`src/design/obm_pkg.sv`:
```
// shared types and constants for the order book matcher
package obm_pkg;

	localparam int unsigned BOOK_DEPTH_DEF = 32;
	localparam int unsigned PRICE_W        = 48;
	localparam int unsigned AMT_W          = 48;
	localparam int unsigned PRODUCT_W      = 8;
	localparam int unsigned SLOT_W         = 16;
	localparam int unsigned TAG_W          = 26;
	localparam int unsigned KEY_W          = 24;
	localparam int unsigned KEY_LSB        = 2;
	localparam int unsigned TAG_SIDE       = 1;
	localparam int unsigned TAG_USER       = 0;
	localparam int unsigned MAX_RESULTS    = 32;
	localparam int unsigned RES_CNT_W      = 6;

	// request codes
	typedef enum logic [1:0] {
		KIND_INSERT = 2'd0,
		KIND_MATCH  = 2'd1,
		KIND_REMOVE = 2'd2,
		KIND_NONE   = 2'd3
	} kind_t;

	// one book entry: tag is {product, time slot, side, user}
	typedef struct packed {
		logic [PRICE_W-1:0] price;
		logic [AMT_W-1:0]   amount;
		logic [TAG_W-1:0]   tag;
	} entry_t;

	// one sale handed to the result stage
	typedef struct packed {
		logic [PRICE_W-1:0] price;
		logic [AMT_W-1:0]   amount;
		logic               kind;
		logic               user;
	} sale_t;

	// control from the sequencer to the result stage
	typedef struct packed {
		logic push;
		logic fin;
	} out_ctl_t;

endpackage

```
`src/design/obm_out.sv`:
```
// result stage: holds one sale back so the final one carries last
module obm_out (
	input  logic                          clk,
	input  logic                          arst_n,
	input  obm_pkg::out_ctl_t             ctl,
	input  obm_pkg::sale_t                sale,
	output logic                          res_valid,
	output logic [obm_pkg::PRICE_W-1:0]   sale_price,
	output logic [obm_pkg::AMT_W-1:0]     sale_amount,
	output logic                          sale_kind,
	output logic                          user_sale,
	output logic                          empty_res,
	output logic                          last
);
	import obm_pkg::*;

	logic                 res_valid_q;
	logic                 pend_vld_q;
	sale_t                pend_q;
	logic [RES_CNT_W-1:0] n_q;
	sale_t                res_q;
	logic                 empty_q;
	logic                 last_q;
	logic                 take;

	assign take = ctl.push && (n_q < RES_CNT_W'(MAX_RESULTS));

	// control: strobe, held sale and result count
	always_ff @(posedge clk or negedge arst_n) begin
		if (!arst_n) begin
			res_valid_q <= 1'b0;
			pend_vld_q  <= 1'b0;
			n_q         <= '0;
		end else begin
			res_valid_q <= 1'b0;
			if (ctl.fin) begin
				res_valid_q <= 1'b1;
				pend_vld_q  <= 1'b0;
				n_q         <= '0;
			end else if (take) begin
				res_valid_q <= pend_vld_q;
				pend_vld_q  <= 1'b1;
				n_q         <= n_q + RES_CNT_W'(1);
			end
		end
	end

	// payload
	always_ff @(posedge clk) begin
		if (ctl.fin) begin
			last_q <= 1'b1;
			if (pend_vld_q) begin
				res_q   <= pend_q;
				empty_q <= 1'b0;
			end else begin
				res_q   <= '0;
				empty_q <= 1'b1;
			end
		end else if (take) begin
			res_q   <= pend_q;
			empty_q <= 1'b0;
			last_q  <= 1'b0;
			pend_q  <= sale;
		end
	end

	assign res_valid   = res_valid_q;
	assign sale_price  = res_q.price;
	assign sale_amount = res_q.amount;
	assign sale_kind   = res_q.kind;
	assign user_sale   = res_q.user;
	assign empty_res   = empty_q;
	assign last        = last_q;

`ifndef SYNTHESIS
	a_fin_strobe: assert property (@(posedge clk) disable iff (!arst_n)
		ctl.fin |=> res_valid)
		else $error("finish did not produce a final result");
	a_empty_last: assert property (@(posedge clk) disable iff (!arst_n)
		(res_valid && empty_res) |-> last)
		else $error("empty marker without last");
	a_cap: assert property (@(posedge clk) disable iff (!arst_n)
		n_q <= RES_CNT_W'(MAX_RESULTS))
		else $error("result count beyond cap");
`endif

endmodule
```
`config.mk`:
```
export PLATFORM = sky130hd
export DESIGN_NAME = obm_out
export DESIGN_NICKNAME = d
export VERILOG_FILES = /design/src/design/obm_pkg.sv /design/src/design/obm_out.sv
export SDC_FILE = /design/constraint.sdc
export NUM_CORES = 1
export LEC_CHECK = 0
export ABC_AREA = 1
export BUFFER_PORTS_ARGS = -buffer_cell sky130_fd_sc_hd__buf_2
export CAP_MARGIN = 10
export CORE_MARGIN = 4
export CORE_UTILIZATION = 50
export CTS_BUF_LIST = sky130_fd_sc_hd__clkbuf_16
export DETAILED_ROUTE_END_ITERATION = 7
export PLACE_DENSITY = 0.83
export SLEW_MARGIN = 20
export SYNTH_ARGS = -nofsm -noshare
export SYNTH_HDL_FRONTEND = slang
export SYNTH_SLANG_ARGS = --single-unit
```
`constraint.sdc`:
```
create_clock -name clk -period 5.84 [get_ports clk]
set_input_delay 0.876 -clock clk [delete_from_list [all_inputs] [get_ports clk]]
set_output_delay 0.876 -clock clk [all_outputs]
set_load 0.05 [all_outputs]
```
==> Word level (Yosys, flattened, before mapping) <==
Cells that the tools add are included.
{ "totals": {"register_bits": 206, "wordCells": 31} }
{ "op_classes": {"bitwise": 1, "mux": 12, "order_cmp": 1, "n_addsub": 1, "n_reduce_logical": 3} }
{ "ops": {"columns": ["cell", "count"], "rows": [
  ["98-bit two-way mux", 3],
  ["6-bit two-way mux", 2],
  ["1-bit two-way mux", 7],
  ["6-bit by 1-bit adder with 6-bit output (second input constant)", 1],
  ["6-bit less-than comparator (second input constant)", 1],
  ["2-bit AND reduction", 1],
  ["2-bit nonzero test", 1],
  ["1-bit logical AND", 1],
  ["1-bit NOT", 1]
]} }

==> Longest topological paths before layout <==
{ "logic_depth": {"word_depth": 4, "depth_mapped": 6, "ltp_nobuf": 6} }

==> Least setup slack after synthesis <==
OpenSTA, ideal clock, no wires.
{ "synth_timing": {"path_type": "in2reg", "from": "input ctl[1] (netlist name)", "to": "register pend_q[0] (netlist name) (enable)", "path_stages": 2, "slack_ps": 69, "setup_time_ps": 562, "t_required_ps": 5278, "arrival_time_ps": 5210, "cell_sequence": "nand2_1 > nor2_1"} }
{ "synth_between": {"elab_chain_len": 2} }
{ "synth_rtl": {"columns": ["element", "line_no", "text"], "rows": [
  ["start: declaration", "obm_out.sv:5", "input obm_pkg::out_ctl_t ctl,"],
  ["1-bit logical AND", "obm_out.sv:26", "assign take = ctl.push && (n_q < RES_CNT_W'(MAX_RESULTS));"],
  ["2-bit AND reduction (no line)", null, null],
  ["end signal: assignment", "obm_out.sv:63", "pend_q <= sale;"],
  ["end: declaration", "obm_out.sv:19", "sale_t pend_q;"]
]} }
No other way between the ends.
A chain may end at the register's enable or synchronous reset.

==> Worst setup path after layout <==
{ "layout_timing": {"from": "input ctl[1] (netlist name)", "to": "register pend_q[48] (netlist name) (enable)"} }
Same word-level chain as after synthesis.

==> run metrics <==
top post-synthesis cells by area=edfxtp_1 (83%), nor2_1 (5.5%), inv_1 (5.4%), dfrtp_1 (2.8%), nand2_1 (0.79%); clock power share=35.7%; most common cell after layout, fill and taps aside=buf_2; Antenna Nets Post-Route=0; Final period util=44.80%; fin. max-slew vios=0; setup tns final=0 ns; ratio of cells with drive above 1 in the final layout=approximately a third; Via Count=3928; Tot GR Track Use=between 10% and 20%; postcts setup bufs=0; H-Tree Depth=1; WS Path Type=in -> reg; # IOs=203; placed inst area=roughly 8400 sq um; leak pwr=between 0.004 and 0.005 uW; CTS Hold Bufs=0; outcome=finished clean; routed wire length=roughly 13 mm; DRC=0; CP Max Fanout=between 70 and 80; post-DR wirelength/cell=approximately 15 um; Ant. Diodes=0; Clock Tree Buf Depth=3; die extent in y=between 100 and 150 um; Adder-Cell Fraction of Synth Area=less than 1%; most frequent cells in the layout=buf_2 (202), edfxtp_1 (197), inv_1 (109); met3 usage=about 4.6%; Std-Cell Rows=43; first-pass GRT wire length=19.82 mm; Hold Path Class=in -> async; number of distinct library cells after synthesis=15; area of the mapped netlist=between 7000 and 8000 sq um; Rel. slew slack=about 41%; post-synth top area share=~83%; post-cts sizing count=0; CTS tree=done; max cap viols=0; largest family of logic cells by synthesized area=simple AND/OR/NAND/NOR gates; grt met2 use=a little over a quarter; combinational group share of total power=between 10 and 15%; largest net degree at the start of global routing=73; Top Usage Layer GRT=met2; ys async rst share=between 3 and 4%; DIE WIDTH=between 100 and 150 um; Syn Area/Cell=about 16 sq um; Setup Viol. Count Final=0; final worst path period need=2.616 ns; die area=around 16000 sq um; number of vias per cell=roughly 4.5; Clock transition at path regs=approximately 0.060 ns; Post-synth EDFFs=a little under 200; Worst path max stage delay=0.80 ns; crit end category=register; Sw Ratio=approximately a quarter; P_int=about 2500 uW; Sequential Power Share=53.1%; Max rail drop VDD=roughly 0.25 mV; Global Route met1 Usage=a little under a fifth; FMAX=~380 MHz; Post-Synth Simple-Gate Area=slightly below 7%; PD cells=366.2 nW/um^2; sequential fraction of the synthesis area=between 80% and 90%; Critical Path RT=5.95 ns; CP Cell Sequence=buf_2 -> nand2_1 -> nor2_4 -> buf_4; ys flop type=edfxtp_1; initial antenna violation count=2; mux contribution to synthesized area=0%; Synth Register Bits=around 210; Syn Inst Count=between 400 and 500; Worst Skew=around 0.0091 ns; gpl congestion=0.7284; clock buffer count from CTS=20; Layout area overhead=26.12%; Core ar.=~14000 sq um; total grt overflow=0; type of origin of the critical path=primary input; CP max stage cell=buf_4; syn nets=about 560; P_sw=slightly above 800 uW; Synth area leader=edfxtp_1; RSZ-0062 raised after global routing=no; post-synthesis compound-gate area fraction=less than 1%; worst slew pin tran=around 0.88 ns; Synth Area in XOR/XNOR=0%; drt first pass iters=4; Skew-Pair Late Insertion Delay=between 0.4 and 0.5 ns; I/O Buffers=between 200 and 250; CP arrival=roughly 2.7 ns; Syn. warnings=0; Final Instance Area=~9000 sq um; hpwl dp=between 9 and 10 mm; number of global-route vias before repair=roughly 4000; clock root buffer=clkbuf_16; Final Hold Vio Count=0; Initial Utilization=between 50% and 60%; Nets=a little under 800; Sink Count=roughly 200; DR iter-0 viols=180
state kept, by name, indices dropped and copies added, names as in the netlist:
name / count
sale_amount: 48
empty_res: 1
res_valid: 1
pend_q: 98
sale_kind: 1
user_sale: 1
sale_price: 48
n_q: 6
last: 1
pend_vld_q: 1
cell type report:
| class | count | area (sq um) |
|---|---|---|
| multi-input combinational | 133 | 546.8 |
| sequential | 206 | 6136 |
| tap | 180 | 225.2 |
| inverter | 104 | 390.4 |
| clock buffer | 20 | 500.5 |
| fill | 989 | 4910 |
| clock inverter | 16 | 111.4 |
| timing repair buffer | 206 | 1061 |
final timing paths:
| path | from | to | slack (ns) | depth (start not counted) |
|---|---|---|---|---|
| setup / recovery | ctl[1] | pend_q[48] | 3.22 | 4 |
| hold reg to reg | last | last | 0.46 | 2 |
| hold / removal | arst_n | res_valid | 0.23 | 1 |
| max in group asynchronous | arst_n | n_q[0] | 5.44 | 1 |
| min in group clk | last | last | 0.46 | 2 |
| setup reg to reg | n_q[5] | pend_q[48] | 3.26 | 4 |
kinds of logic after synthesis:
kind of cell | Yosys count
DFF | 206
and+or+nand+nor | 126
AOI/OAI and AO/OA | 6
buffers and inverters | 114
adders and majority gates | 1
stage by stage:
step	total power, uW	worst slack [ns]	hold WS, ns	util, %	instances
global placement	2134	2.791	0.4372	60.02	828
detailed placement	2148	2.683	0.4553	60.22	829
global route	3414	2.986	0.2262	64.63	865
CTS	3326	3.165	0.2141	64.63	865
finish	3285	3.224	0.2263	64.63	865
floorplan	2039	0.06880	0.4750	-	453
synth_stat cells, types with 2 or more instances:
library cell and n:
nand2_1 15, buf_2 8, a21oi_1 3, o21ai_0 3, buf_4 2, dfrtp_1 8, inv_1 103, nand3_1 5
nor2_1 104, edfxtp_1 197
power groups by stage:
stage	clock, uW	combinational [uW]	sequential [uW]
floorplan	0	61.0	1980
global placement	0	360	1770
detailed placement	0	370	1780
CTS	1210	371	1750
global route	1270	388	1750
finish	1170	366	1750
worst max-delay path: cells and delay by family:
family / cells / cell delay [ns]
buffers and inverters: 2 / 0.89
and+or+nand+nor: 2 / 0.88
metal layers:
metal,up-vias,share of wire [%]
met3,37,9.1
met5,-,0.21
met4,4,3.1
met1,1810,36
met2,168,52
li1,1909,-
(Power assumes the default switching activity.)
