`src/design/obm_pkg.sv`:
```
// shared types and constants for the order book matcher
package obm_pkg;

	localparam int unsigned BOOK_DEPTH_DEF = 32;
	localparam int unsigned PRICE_W        = 48;
	localparam int unsigned AMT_W          = 48;
	localparam int unsigned PRODUCT_W      = 8;
	localparam int unsigned SLOT_W         = 16;
	localparam int unsigned TAG_W          = 26;
	localparam int unsigned KEY_W          = 24;
	localparam int unsigned KEY_LSB        = 2;
	localparam int unsigned TAG_SIDE       = 1;
	localparam int unsigned TAG_USER       = 0;
	localparam int unsigned MAX_RESULTS    = 32;
	localparam int unsigned RES_CNT_W      = 6;

	// request codes
	typedef enum logic [1:0] {
		KIND_INSERT = 2'd0,
		KIND_MATCH  = 2'd1,
		KIND_REMOVE = 2'd2,
		KIND_NONE   = 2'd3
	} kind_t;

	// one book entry: tag is {product, time slot, side, user}
	typedef struct packed {
		logic [PRICE_W-1:0] price;
		logic [AMT_W-1:0]   amount;
		logic [TAG_W-1:0]   tag;
	} entry_t;

	// one sale handed to the result stage
	typedef struct packed {
		logic [PRICE_W-1:0] price;
		logic [AMT_W-1:0]   amount;
		logic               kind;
		logic               user;
	} sale_t;

	// control from the sequencer to the result stage
	typedef struct packed {
		logic push;
		logic fin;
	} out_ctl_t;

endpackage

```
`src/design/obm_book.sv`:
```
// book memory: one write port, one registered read port
module obm_book #(
	parameter int unsigned BOOK_DEPTH = obm_pkg::BOOK_DEPTH_DEF,
	localparam int unsigned IW = $clog2(BOOK_DEPTH)
) (
	input  logic            clk,
	input  logic [IW-1:0]   rd_addr,
	output obm_pkg::entry_t rd_data,
	input  logic            wr_en,
	input  logic [IW-1:0]   wr_addr,
	input  obm_pkg::entry_t wr_data
);
	import obm_pkg::*;

	entry_t mem_q [BOOK_DEPTH];
	entry_t rd_data_q;

	// write and read, read data registered
	always_ff @(posedge clk) begin
		if (wr_en) begin
			mem_q[wr_addr] <= wr_data;
		end
		rd_data_q <= mem_q[rd_addr];
	end

	assign rd_data = rd_data_q;

endmodule

```
`config.mk`:
```
export PLATFORM = sky130hd
export DESIGN_NAME = obm_book
export DESIGN_NICKNAME = d
export VERILOG_FILES = /design/src/design/obm_pkg.sv /design/src/design/obm_book.sv
export SDC_FILE = /design/constraint.sdc
export NUM_CORES = 2
export LEC_CHECK = 0
export BUFFER_PORTS_ARGS = -buffer_cell sky130_fd_sc_hd__buf_2
export CAP_MARGIN = 20
export CORE_ASPECT_RATIO = 0.75
export CORE_MARGIN = 1.5
export CORE_UTILIZATION = 25
export DETAILED_ROUTE_END_ITERATION = 8
export MAX_ROUTING_LAYER = met4
export PLACE_DENSITY = 0.49
export RECOVER_POWER = 100
export SYNTH_ARGS = -nofsm -noshare
export SYNTH_HDL_FRONTEND = slang
export SYNTH_SLANG_ARGS = --single-unit
```
`constraint.sdc`:
```
create_clock -name clk -period 7.5 [get_ports clk]
set_input_delay 1.125 -clock clk [delete_from_list [all_inputs] [get_ports clk]]
set_output_delay 1.125 -clock clk [all_outputs]
set_load 0.05 [all_outputs]
```
# After elaboration in Yosys (flattened, before gate mapping)
# Memory sizes are Yosys's and may differ from the RTL's. A register that Yosys moved wholly into a read port is not among the register bits.
# Cells that the tools add are included.
[op_classes]
add_sub_neg = 0
n_mul = 0
div_mod_pow = 0
order_cmp = 0
eq_ne = 0
shift = 0
n_mux = 2
bitwise_logic = 0
n_reduce_logical = 0
[op_table]
columns = ["operator", "count"]
rows = [
  ["$mux W1", 2],
]
[totals]
reg_bits = 0
latchBits = 0
ramBits = 3904
rom_bits = 0
output_inout_bits = 122
n_memories = 1
[memory_table]
columns = ["name", "depth", "width", "read_ports", "rd_clocked_by_memory_dff", "write_ports", "line_no", "rtl"]
rows = [
  ["mem_q", 32, 122, 1, 1, 1, "obm_book.sv:15", "entry_t mem_q [BOOK_DEPTH];"],
]

# Logic depth before layout (Yosys ltp)
[depth]
ltp_word = 2
ltp_mapped = 9
ltp_nobuf = 4

# Worst setup path after synthesis
# Ideal clock, no wire load.
[synth_timing]
path_type = "input to register"
from = "input port wr_addr[1]"
to = "memory mem_q[12][0] in the netlist's numbering (enable)"
setup_ns = 0.605
t_arrival_ns = 6.858
slack_ns = 0.037
path_stages = 3
n_path_buf = 1
path_cell_list = "or3b_2 clkbuf_1 nor2_1"
[synth_lines]
columns = ["element", "line_no", "rtl"]
rows = [
  ["start: declaration", "obm_book.sv:10", "input logic [IW-1:0] wr_addr,"],
  ["end: declaration", "obm_book.sv:15", ""],
]
# Straight into the memory's write port.

# Worst setup path after layout
[layout_timing]
from = "input port wr_addr[0]"
to = "memory mem_q[19][109] in the netlist's numbering (enable)"
# Straight into the memory's write port.

==> qor.json <==
{
  "result_of_the_run": {"value": "complete, but fails checks"},
  "failing_checks": {"value": "DRC, capacitance limit, slew limit"},
  "ctsResizeCount": {"value": 0},
  "clock_insertion_delay_worst_skew": {"value": 0.97, "unit": "ns"},
  "grt_antenna_before_repair": {"value": 99},
  "timing.final.hold_violations": {"value": 0},
  "crit_path_end_kind": {"value": "register"},
  "htreeDepth": {"value": 5},
  "clockBufferDepth": {"value": 4},
  "drt_iter0_drc": {"value": 7758},
  "initial_util": {"value": 0.2512},
  "layout-area-overhead-vs-synth": {"value": 16.25, "unit": "%"},
  "layout-drive-gt1-share": {"value": 0.1586},
  "final_min_period_over_clock_period": {"value": 0.7008},
  "slew_violations": {"value": 2386},
  "clock_tree_from_tritoncts": {"value": "built"},
  "r2r_cells": {"value": 3},
  "final-instance-count-excl-fill": {"value": 15880},
  "placementRows": {"value": 246},
  "floorplan.io_pins": {"value": 256},
  "netlist_top_cells_area": {"value": "sky130_fd_sc_hd__edfxtp_1, sky130_fd_sc_hd__mux4_2, sky130_fd_sc_hd__mux2i_1"},
  "post_cts_hold_buffer_count": {"value": 0},
  "avgSynthCellArea": {"value": 21.21, "unit": "um2"},
  "max_slew.worst_pin.slew": {"value": 4.507, "unit": "ns"},
  "die_x": {"value": 899.1, "unit": "um"},
  "synth_largest_area_cell": {"value": "sky130_fd_sc_hd__edfxtp_1"},
  "max_freq": {"value": 0.1903, "unit": "GHz"},
  "synthMostInstantiatedCell": {"value": "sky130_fd_sc_hd__edfxtp_1"},
  "number_of_global_route_vias_before_repair": {"value": 75200},
  "total_number_of_vias": {"value": 74210},
  "yosysSeqAreaShare": {"value": 0.7949},
  "route.detailed.drc": {"value": 33},
  "global_route.usage.total": {"value": 0.1433},
  "fp.coreArea": {"value": 599300, "unit": "um2"},
  "grt_max_degree": {"value": 123},
  "critical_path.reg2reg.endpoint": {"value": "rd_data[74]"},
  "post_drt_via_cell_ratio": {"value": 4.672},
  "arrival_time_reported_for_the_critical_path_endpoint": {"value": 5.79, "unit": "ns"},
  "synth_async_reset_ratio": {"value": 0},
  "synth_common_cells": {"value": "sky130_fd_sc_hd__edfxtp_1, sky130_fd_sc_hd__mux2i_1, sky130_fd_sc_hd__a22oi_1"},
  "cts_num_sinks": {"value": 4026},
  "netlist_instances": {"value": 7099},
  "dieHeight": {"value": 675.1, "unit": "um"},
  "placed_area": {"value": 162000, "unit": "um2"},
  "p_leak": {"value": 0.05506, "unit": "uW"},
  "netlist.area_leader.share": {"value": 0.7787},
  "syn_area": {"value": 150600, "unit": "um2"},
  "rrSetupSlack": {"value": 5.62, "unit": "ns"},
  "routabilityCongestion": {"value": 0.7267},
  "setup_total_negative_slack": {"value": 0, "unit": "ns"},
  "critPathKind": {"value": "input pin to register"},
  "postLayoutCellArea": {"value": 175000, "unit": "um2"},
  "cp.required": {"value": 8.04, "unit": "ns"},
  "port_buffers": {"value": 255},
  "grt_setup_unrepaired": {"value": "false"},
  "synth-warning-count": {"value": 0},
  "route.final.wire_length": {"value": 438.6, "unit": "mm"},
  "antenna_left": {"value": 0},
  "finalClockSkew": {"value": 0.04611, "unit": "ns"},
  "worstPathMaxFanout": {"value": 47},
  "synth_edf_count": {"value": 3904},
  "postSynthRegisterBits": {"value": 4026},
  "tritoncts.num_buffers": {"value": 420},
  "startpoint": {"value": "wr_addr[0]"},
  "die_area": {"value": 606900, "unit": "um2"},
  "worst_setup_path_endpoint": {"value": "mem_q[19][109]"},
  "p_total": {"value": 48260, "unit": "uW"},
  "dp_cells": {"value": 15050},
  "grt_pass1_wl": {"value": 604.1, "unit": "mm"},
  "setup_viol_count_final": {"value": 0},
  "final_setup_slack_of_the_worst_path": {"value": 2.244, "unit": "ns"},
  "irDropWorstVdd": {"value": 178.5, "unit": "uV"},
  "post_drt_wl_per_cell": {"value": 27.61, "unit": "um"},
  "ys_dominant_reg_cell": {"value": "sky130_fd_sc_hd__edfxtp_1"},
  "synth.lib_cells_used.distinct": {"value": 33},
  "cts.repair_timing.setup_buffer_count": {"value": 0},
  "crit_path_start_kind": {"value": "input pin"},
  "post-route-min-period": {"value": 5.256, "unit": "ns"},
  "relSlewSlack": {"value": -2.005},
  "fillerInstances": {"value": 57910},
  "dpl.hpwl": {"value": 230.7, "unit": "mm"},
  "power_per_cell_area": {"value": 275.8, "unit": "nW/um2"},
  "synth_fp_nets": {"value": 7233},
  "max_cap_viol_count": {"value": 71},
  "root_buffer": {"value": "sky130_fd_sc_hd__clkbuf_16"},
  "timing.hold.worst.class": {"value": "register to register"},
  "clkTransAtPathRegs": {"value": 0.06, "unit": "ns"},
  "grt-ovfl-total": {"value": 0},
  "finalNetCount": {"value": 7670},
  "placement.setup.worst_slack": {"value": 3.103, "unit": "ns"},
  "tritonroute_pass_1_iters": {"value": 9},
  "timing.rr.start": {"value": "mem_q[23][74]"}
}
## worst min-delay path by stage
stage | from | end | depth (start not counted)
final | mem_q[20][51] | rd_data[51] | 4
after global routing | mem_q[20][51] | rd_data[51] | 4
after CTS | wr_data[6] | mem_q[26][6] | 1
after detailed placement | mem_q[20][51] | rd_data[51] | 4
after global placement | mem_q[20][51] | rd_data[51] | 4
after floorplan | mem_q[20][110] | rd_data[110] | 4
## registers in the layout (all words and copies together) (netlist names)
signal,count
mem_q,3904
rd_data,122
## cells by family (layout without fill, tap and decap cells)
logic type             after synthesis  count (layout)  synth area share
AOI/OAI and AO/OA                  799             799           0.03968
DFF                               4026            4026            0.7949
other                                0              46                 0
muxes                             1464            1464            0.1379
and+or+nand+nor                    404             404           0.01387
buffers and inverters              406            1209           0.01365
## power by group
part,switching [uW],internal [uW]
Sequential,227,25000
Combinational,1730,697
Clock,8700,11900
## critical path, cell delays in order
cell and delay [ns]:
sky130_fd_sc_hd__clkbuf_1 0.13, sky130_fd_sc_hd__nand3_1 0.52, sky130_fd_sc_hd__nor2_4 0.26, sky130_fd_sc_hd__clkbuf_1 1.81, sky130_fd_sc_hd__clkbuf_2 1.80
## final cells by class
cell class                 instances  area, um2  share of cell area
antenna                           46      115.1           0.0006577
clock buffer                     551      11320             0.06470
clock inverter                   237       2351             0.01343
inverter                           1      3.754          0.00002145
multi-input combinational       2667      29050              0.1660
sequential                      4026     119700              0.6838
tap                             7936       9930             0.05673
timing repair buffer             420       2571             0.01469
## layout by cell type (no fill, tap or decap), types with 55 or more instances in the layout
| cell | n |
|---|---|
| sky130_fd_sc_hd__a22o_1 | 67 |
| sky130_fd_sc_hd__buf_4 | 70 |
| sky130_fd_sc_hd__mux4_2 | 488 |
| sky130_fd_sc_hd__clkinv_2 | 63 |
| sky130_fd_sc_hd__dfxtp_1 | 122 |
| sky130_fd_sc_hd__a22oi_1 | 646 |
| sky130_fd_sc_hd__mux2i_1 | 976 |
| sky130_fd_sc_hd__a31oi_1 | 67 |
| sky130_fd_sc_hd__clkbuf_1 | 393 |
| sky130_fd_sc_hd__clkinv_1 | 90 |
| sky130_fd_sc_hd__nand4_1 | 55 |
| sky130_fd_sc_hd__nand3_1 | 246 |
| sky130_fd_sc_hd__edfxtp_1 | 3904 |
| sky130_fd_sc_hd__clkbuf_16 | 422 |
## per-stage QoR
stage                     hold slack (ns)    util
final                              0.5940  0.2921
after CTS                          0.5276  0.2931
after detailed placement           0.5939  0.2703
after floorplan                    0.5494       -
after global routing               0.6780  0.2920
after global placement             0.5946  0.2703
## metal layers
| layer | routed length, um | vias up | GRT usage |
|---|---|---|---|
| met5 | 0 | - | - |
| met4 | 8315 | 0 | 0.02873 |
| met3 | 28810 | 571 | 0.02466 |
| met2 | 203800 | 2506 | 0.2235 |
| met1 | 197700 | 40370 | 0.1984 |
| li1 | - | 30760 | - |
Note: power is estimated with default switching activity, not from simulation.
