<file path="config.mk">
export PLATFORM = sky130hd
export DESIGN_NAME = obm_scratch
export DESIGN_NICKNAME = d
export VERILOG_FILES = /design/src/design/obm_pkg.sv /design/src/design/obm_scratch.sv
export SDC_FILE = /design/constraint.sdc
export NUM_CORES = 2
export LEC_CHECK = 0
export BUFFER_PORTS_ARGS = -buffer_cell sky130_fd_sc_hd__buf_2
export CAP_MARGIN = 40
export CORE_ASPECT_RATIO = 1.4
export CORE_UTILIZATION = 55
export CTS_BUF_LIST = sky130_fd_sc_hd__clkbuf_8 sky130_fd_sc_hd__clkbuf_16
export DETAILED_ROUTE_END_ITERATION = 10
export GPL_TIMING_DRIVEN = 0
export PLACE_DENSITY = 0.68
export SYNTH_ARGS = -nofsm -noshare
export SYNTH_HDL_FRONTEND = slang
export SYNTH_SLANG_ARGS = --single-unit
</file>
<file path="constraint.sdc">
create_clock -name clk -period 3.56 [get_ports clk]
set_input_delay 0.178 -clock clk [delete_from_list [all_inputs] [get_ports clk]]
set_output_delay 0.178 -clock clk [all_outputs]
set_load 0.01 [all_outputs]
</file>
<file path="src/design/obm_pkg.sv">
// shared types and constants for the order book matcher
package obm_pkg;

	localparam int unsigned BOOK_DEPTH_DEF = 32;
	localparam int unsigned PRICE_W        = 48;
	localparam int unsigned AMT_W          = 48;
	localparam int unsigned PRODUCT_W      = 8;
	localparam int unsigned SLOT_W         = 16;
	localparam int unsigned TAG_W          = 26;
	localparam int unsigned KEY_W          = 24;
	localparam int unsigned KEY_LSB        = 2;
	localparam int unsigned TAG_SIDE       = 1;
	localparam int unsigned TAG_USER       = 0;
	localparam int unsigned MAX_RESULTS    = 32;
	localparam int unsigned RES_CNT_W      = 6;

	// request codes
	typedef enum logic [1:0] {
		KIND_INSERT = 2'd0,
		KIND_MATCH  = 2'd1,
		KIND_REMOVE = 2'd2,
		KIND_NONE   = 2'd3
	} kind_t;

	// one book entry: tag is {product, time slot, side, user}
	typedef struct packed {
		logic [PRICE_W-1:0] price;
		logic [AMT_W-1:0]   amount;
		logic [TAG_W-1:0]   tag;
	} entry_t;

	// one sale handed to the result stage
	typedef struct packed {
		logic [PRICE_W-1:0] price;
		logic [AMT_W-1:0]   amount;
		logic               kind;
		logic               user;
	} sale_t;

	// control from the sequencer to the result stage
	typedef struct packed {
		logic push;
		logic fin;
	} out_ctl_t;

endpackage

</file>
<file path="src/design/obm_scratch.sv">
// match scratch memories: sorted ask and bid lists, working amounts
module obm_scratch #(
	parameter int unsigned BOOK_DEPTH = obm_pkg::BOOK_DEPTH_DEF,
	localparam int unsigned IW = $clog2(BOOK_DEPTH)
) (
	input  logic                        clk,
	input  logic [IW:0]                 ord_rd_addr,
	output logic [IW-1:0]               ord_rd_data,
	input  logic                        ord_wr_en,
	input  logic [IW:0]                 ord_wr_addr,
	input  logic [IW-1:0]               ord_wr_data,
	input  logic [IW-1:0]               wk_rd_addr,
	output logic [obm_pkg::AMT_W-1:0]   wk_rd_data,
	input  logic                        wk_wr_en,
	input  logic [IW-1:0]               wk_wr_addr,
	input  logic [obm_pkg::AMT_W-1:0]   wk_wr_data
);
	import obm_pkg::*;

	localparam int unsigned ORD_DEPTH = 2 * (1 << IW);

	logic [IW-1:0]    ord_q [ORD_DEPTH];
	logic [AMT_W-1:0] wk_q [BOOK_DEPTH];
	logic [IW-1:0]    ord_rd_q;
	logic [AMT_W-1:0] wk_rd_q;

	// order lists, upper half holds bids
	always_ff @(posedge clk) begin
		if (ord_wr_en) begin
			ord_q[ord_wr_addr] <= ord_wr_data;
		end
		ord_rd_q <= ord_q[ord_rd_addr];
	end

	// working amounts
	always_ff @(posedge clk) begin
		if (wk_wr_en) begin
			wk_q[wk_wr_addr] <= wk_wr_data;
		end
		wk_rd_q <= wk_q[wk_rd_addr];
	end

	assign ord_rd_data = ord_rd_q;
	assign wk_rd_data  = wk_rd_q;

endmodule

</file>
==> Word-level counts from Yosys, hierarchy flattened <==
Memory sizes are Yosys's and may differ from the RTL's. A register that Yosys moved wholly into a read port is not among the register bits.
Index checks and enable logic that the tools add are counted.
{ "word_totals": {"mem_bits_rw": 1856, "elab_cells": 6, "input_bits": 78, "ff_bits": 0, "n_memories": 2, "out_inout_bits": 53} }
{ "op_classes": {"mux": 4} }
{ "mem_list": {"columns": ["name", "words", "word_bits", "read_ports", "rd_ports_with_merged_regs", "wr", "line_no", "text"], "rows": [
  ["wk_q", 32, 48, 1, 1, 1, "obm_scratch.sv:23", "logic [AMT_W-1:0] wk_q [BOOK_DEPTH];"],
  ["ord_q", 64, 5, 1, 1, 1, "obm_scratch.sv:22", "logic [IW-1:0] ord_q [ORD_DEPTH];"]
]} }
{ "op_table": {"columns": ["op", "count"], "rows": [
  ["2-to-1 mux 1 bit", 4]
]} }

==> Logic depth before layout (Yosys ltp) <==
{ "depth": {"depth_word": 2, "mapped_depth": 8, "mapped_depth_nobuf": 5} }

==> Least setup slack after synthesis <==
No wires, ideal clock.
{ "synth_path": {"kind": "input to register", "start": "input port wk_wr_addr[1]", "end": "memory wk_q[12][0] (enable)", "slack_ns": 0.253, "t_required_ns": 3.106, "path_buffers": 1, "path_stages": 3, "setup_ns": 0.454, "t_arrival_ns": 2.853, "path_cell_list": "or3b_2 > clkbuf_1 > nor2_1"} }
{ "synth_rtl": {"columns": ["element", "line_no", "text"], "rows": [
  ["from (decl)", "obm_scratch.sv:15", "input logic [IW-1:0] wk_wr_addr,"],
  ["to (decl)", "obm_scratch.sv:23", null]
]} }
No word-level cell before the write port.

==> results list <==
- Critical path's top delay family: buffers and inverters
- Routed via count divided by cell count: 6.388
- Area of the die: 132,200 sq um
* Maximum number of pins on one net before global-route repair: 57
- The clock reaches the later pin of the worst-skew pair after 0.82 ns.
- Cell type with the largest total area after synthesis: sky130_fd_sc_hd__edfxtp_1
- Reg-to-Reg Start: ord_q[39][4]
- At the end of the flow the core is filled with cells to 64.42%.
- Antenna violations before repair: 6
- Counting the buffers created by CTS gives 175.
- Setup repair bufs after CTS: 0
- After detailed routing, the average wire length per cell comes to 33.04 um.
- Synth Register Bits: 1,909
- The highest metal layer carrying signal wires in the routed design is met5.
- Core region area: 129,400 sq um
- Max-cap check violation count: 0
* Critical path buffer and inverter count: 4
- Part of the Yosys area used for sequential elements: 78.99%
- The filler cells instantiated in the layout total 8,196.
- Wire segments on met3 add up to 12.44 mm in the final route.
- Die Y: 429.8 um
- CTS saw 1,909 sinks.
* Final Hold Vio Count: 0
- In this run the static leakage power is 26.27 nW.
- Most instantiated flip-flop cell in the synthesis netlist: sky130_fd_sc_hd__edfxtp_1
- Area used by multi-input combinational logic: 14,590 sq um
* Met2 layer wire length in the routed design: 92.93 mm
- Setup slack of the most critical reg-to-reg path: 1.60 ns
* Clock period minus final worst setup slack: 2.564 ns
- Data arrives at the worst endpoint at 3.24 ns.
- Hold repair after CTS inserted 55 buffers.
- Once detailed placement completed, the half-perimeter wirelength came to 114.2 mm.
* CTS tree: built
* Final global-route overflow total: 0
- The cell sitting at the root of the clock tree is a sky130_fd_sc_hd__clkbuf_16.
- Sum of routed wire segments on met1: 61.56 mm
* Type of the setup path with the least slack: input pin to flop
* Vias post-DR: 33.49k
* Count of routing violations after the opening detailed-route iteration: 4,162
- The final max-slew violation count is 0.
- The synthesized netlist occupies a cell area of 71,900 sq um.
* Global placer's final weighted congestion: 0.8203
- Distinct cell type count after synthesis: 33
- Top-area cell type share of the netlist area: 77.51%
- For this run, the top clock speed supported by timing is 390.1 MHz.
* Total area of sequential cells: 56,790 sq um
- Most frequent cells in the layout: 1,856 x sky130_fd_sc_hd__edfxtp_1, 558 x sky130_fd_sc_hd__mux4_2, 178 x sky130_fd_sc_hd__clkbuf_16
- Number of placement rows: 156
- Worst-case clock buffer depth: 3
- STA puts the critical path data required time at 4.24 ns.
- After layout, the worst path uses 72.01% of the clock period.
- Cell-by-cell trace of the critical path: clkbuf_1 > clkbuf_1 > buf_8 > clkbuf_1 > mux4_2 > mux4_2 > mux2_2
- First-pass DRT Iterations: 6
* Outcome: finished clean
- Launch point of the worst path: wk_rd_addr[1]
* Cell occurring most often along the worst timing path: sky130_fd_sc_hd__clkbuf_1
- The die is 307.6 um wide.
- CP max stage delay: 0.68 ns
- Worst-path clk slew: 0.06 ns
- Psw: 9.648 mW
- Number of enable-type register cells in the synthesized netlist: 1,856
* Starting Density: 55.56%
* Area contributors post-synth: sky130_fd_sc_hd__edfxtp_1 78%, sky130_fd_sc_hd__mux4_2 17%, sky130_fd_sc_hd__dfxtp_1 1.5%
- Async SR Flop Fraction: 0%
- Proportion of total power due to net switching: 20.93%
- CTS H-tree lvls: 4
* Final worst clock skew: 0.03420 ns
* Final #Nets: 3,425
- In this run the power density over the cells is 552.9 nW/um^2.
* Total of endpoints with negative setup slack in the final report: 0
* Post-Synthesis Net Count: 2,962
- The slowest stage of the critical path belongs to the cell sky130_fd_sc_hd__clkbuf_1.
- Largest fanout on the critical path: 10
- For the pin with the worst max-slew slack, the measured transition is 0.9634 ns.
* Path category of the worst min-delay check: input pin to flop
- The number of global-route vias before repair came to 35.21k.
- Gate Count Post-Synth: 2,884
- The worst setup path is launched from an input pin.
- Relative max-transition margin: 35.77%
- The final layout contains routed wiring with a total length of 173.2 mm.
- Across the VDD grid, the largest voltage drop is 0.5309 mV.
* Min-delay src: wk_wr_addr[1]
* Total DRC errors in the routed layout: 0
* Part of the total power dissipated in the clock network: 40.2%
- Most common cell after layout, fill and taps aside: sky130_fd_sc_hd__edfxtp_1
- Combinational logic burns 5.4% of the power.
- The first global-routing pass estimated 246.5 mm of wire.
- Flop pwr share: 54.3%
* Crit path capture type: flop
- I/O Buffers: 118
* Synth Area per Inst: 24.93 sq um
- The internal power of the cells totals 36.44 mW.
* Number of warnings issued by yosys: 0
* Unrepaired setup endpoints after global routing: false
* Count of pins on the block boundary: 131
- Min Hold Slack: 0.04216 ns
* Fraction of final layout cells sized beyond drive strength 1: 34.05%
- In the global route stage, overall resource usage came out at 26.73%.
* Number of gates resized after CTS: 0
- Area delta synth->final: 15.95%
- Once detail routing completed, the nets flagged for antenna violations numbered 0.
==> per-stage QoR <==
step                power [mW]  setup TNS, ns  cell area [sq um]  setup slack, ns  cells
floorplan                26.83              0              71900           0.2534   2884
global placement         27.78       -3802.13              74670           -2.919   4740
detailed placement       27.98              0              77010           0.2001   4848
CTS                      46.31              0              83270            1.051   5231
global route             47.23              0              83360           0.9869   5238
finish                   46.09              0              83370           0.9964   5243
==> power by group through the flow <==
stage                     clock network (mW)  registers, mW  logic (mW)
after floorplan                            0           25.6        1.27
after global placement                     0           25.5        2.25
after detailed placement                   0           25.5        2.45
after CTS                               18.8           25.1        2.51
after global routing                    19.5           25.1        2.62
final                                   18.5           25.1        2.50
==> synthesized netlist by cell type, drive strengths merged (2+ instances only) <==
master,number
nand3,8
nor3,4
or3b,5
nor2,103
a22oi,6
nand3b,9
edfxtp,1856
o21ai,4
buf,73
mux4,558
a32o,3
o221ai,4
nand2,12
mux2,48
a211oi,7
mux2i,21
nor2b,7
o31ai,4
clkbuf,73
or3,2
o22ai,12
nand2b,5
dfxtp,53
==> flip-flops by register name, summed over array words and instances, names as in the netlist <==
register,flops
ord_q,320
wk_q,1536
wk_rd_data,48
ord_rd_data,5
==> final cells by class <==
class	count	share of cell area (%)
Buffer	146	0.9080
Multi-Input combinational cell	829	17.50
Clock buffer	191	5.557
Timing Repair Buffer	286	3.986
Sequential cell	1909	68.12
Tap cell	1738	2.608
Antenna cell	7	0.02101
Clock inverter	137	1.292
==> worst paths after layout <==
kind                            depth (start not counted)              to
worst min-delay path                                    3     wk_q[11][2]
worst max register to register                          4  ord_rd_data[4]
worst min register to register                          3  wk_rd_data[22]
worst max-delay path                                    7  wk_rd_data[35]
==> metal layers <==
metal | track usage, % | vias to the layer above
met5 | 0 | -
met4 | 9.958 | 2
met3 | 4.340 | 379
met2 | 46.85 | 1757
met1 | 33.55 | 17920
li1 | - | 13440
==> logic make-up after synthesis <==
kind of cell / share of synthesized area, %
and+or+nand+nor: 0.9884
DFF: 78.99
muxes: 18.52
AOI/OAI and AO/OA: 0.4490
buffers and inverters: 1.053
==> worst reg2reg max path, stage by stage, from the launching register on <==
cell and delay, ns:
sky130_fd_sc_hd__edfxtp_1 0.37, sky130_fd_sc_hd__mux4_2 0.49, sky130_fd_sc_hd__mux4_2 0.52, sky130_fd_sc_hd__o2111ai_1 0.23, sky130_fd_sc_hd__o31ai_1 0.19
No activity file was read; power rests on OpenSTA's default activity.
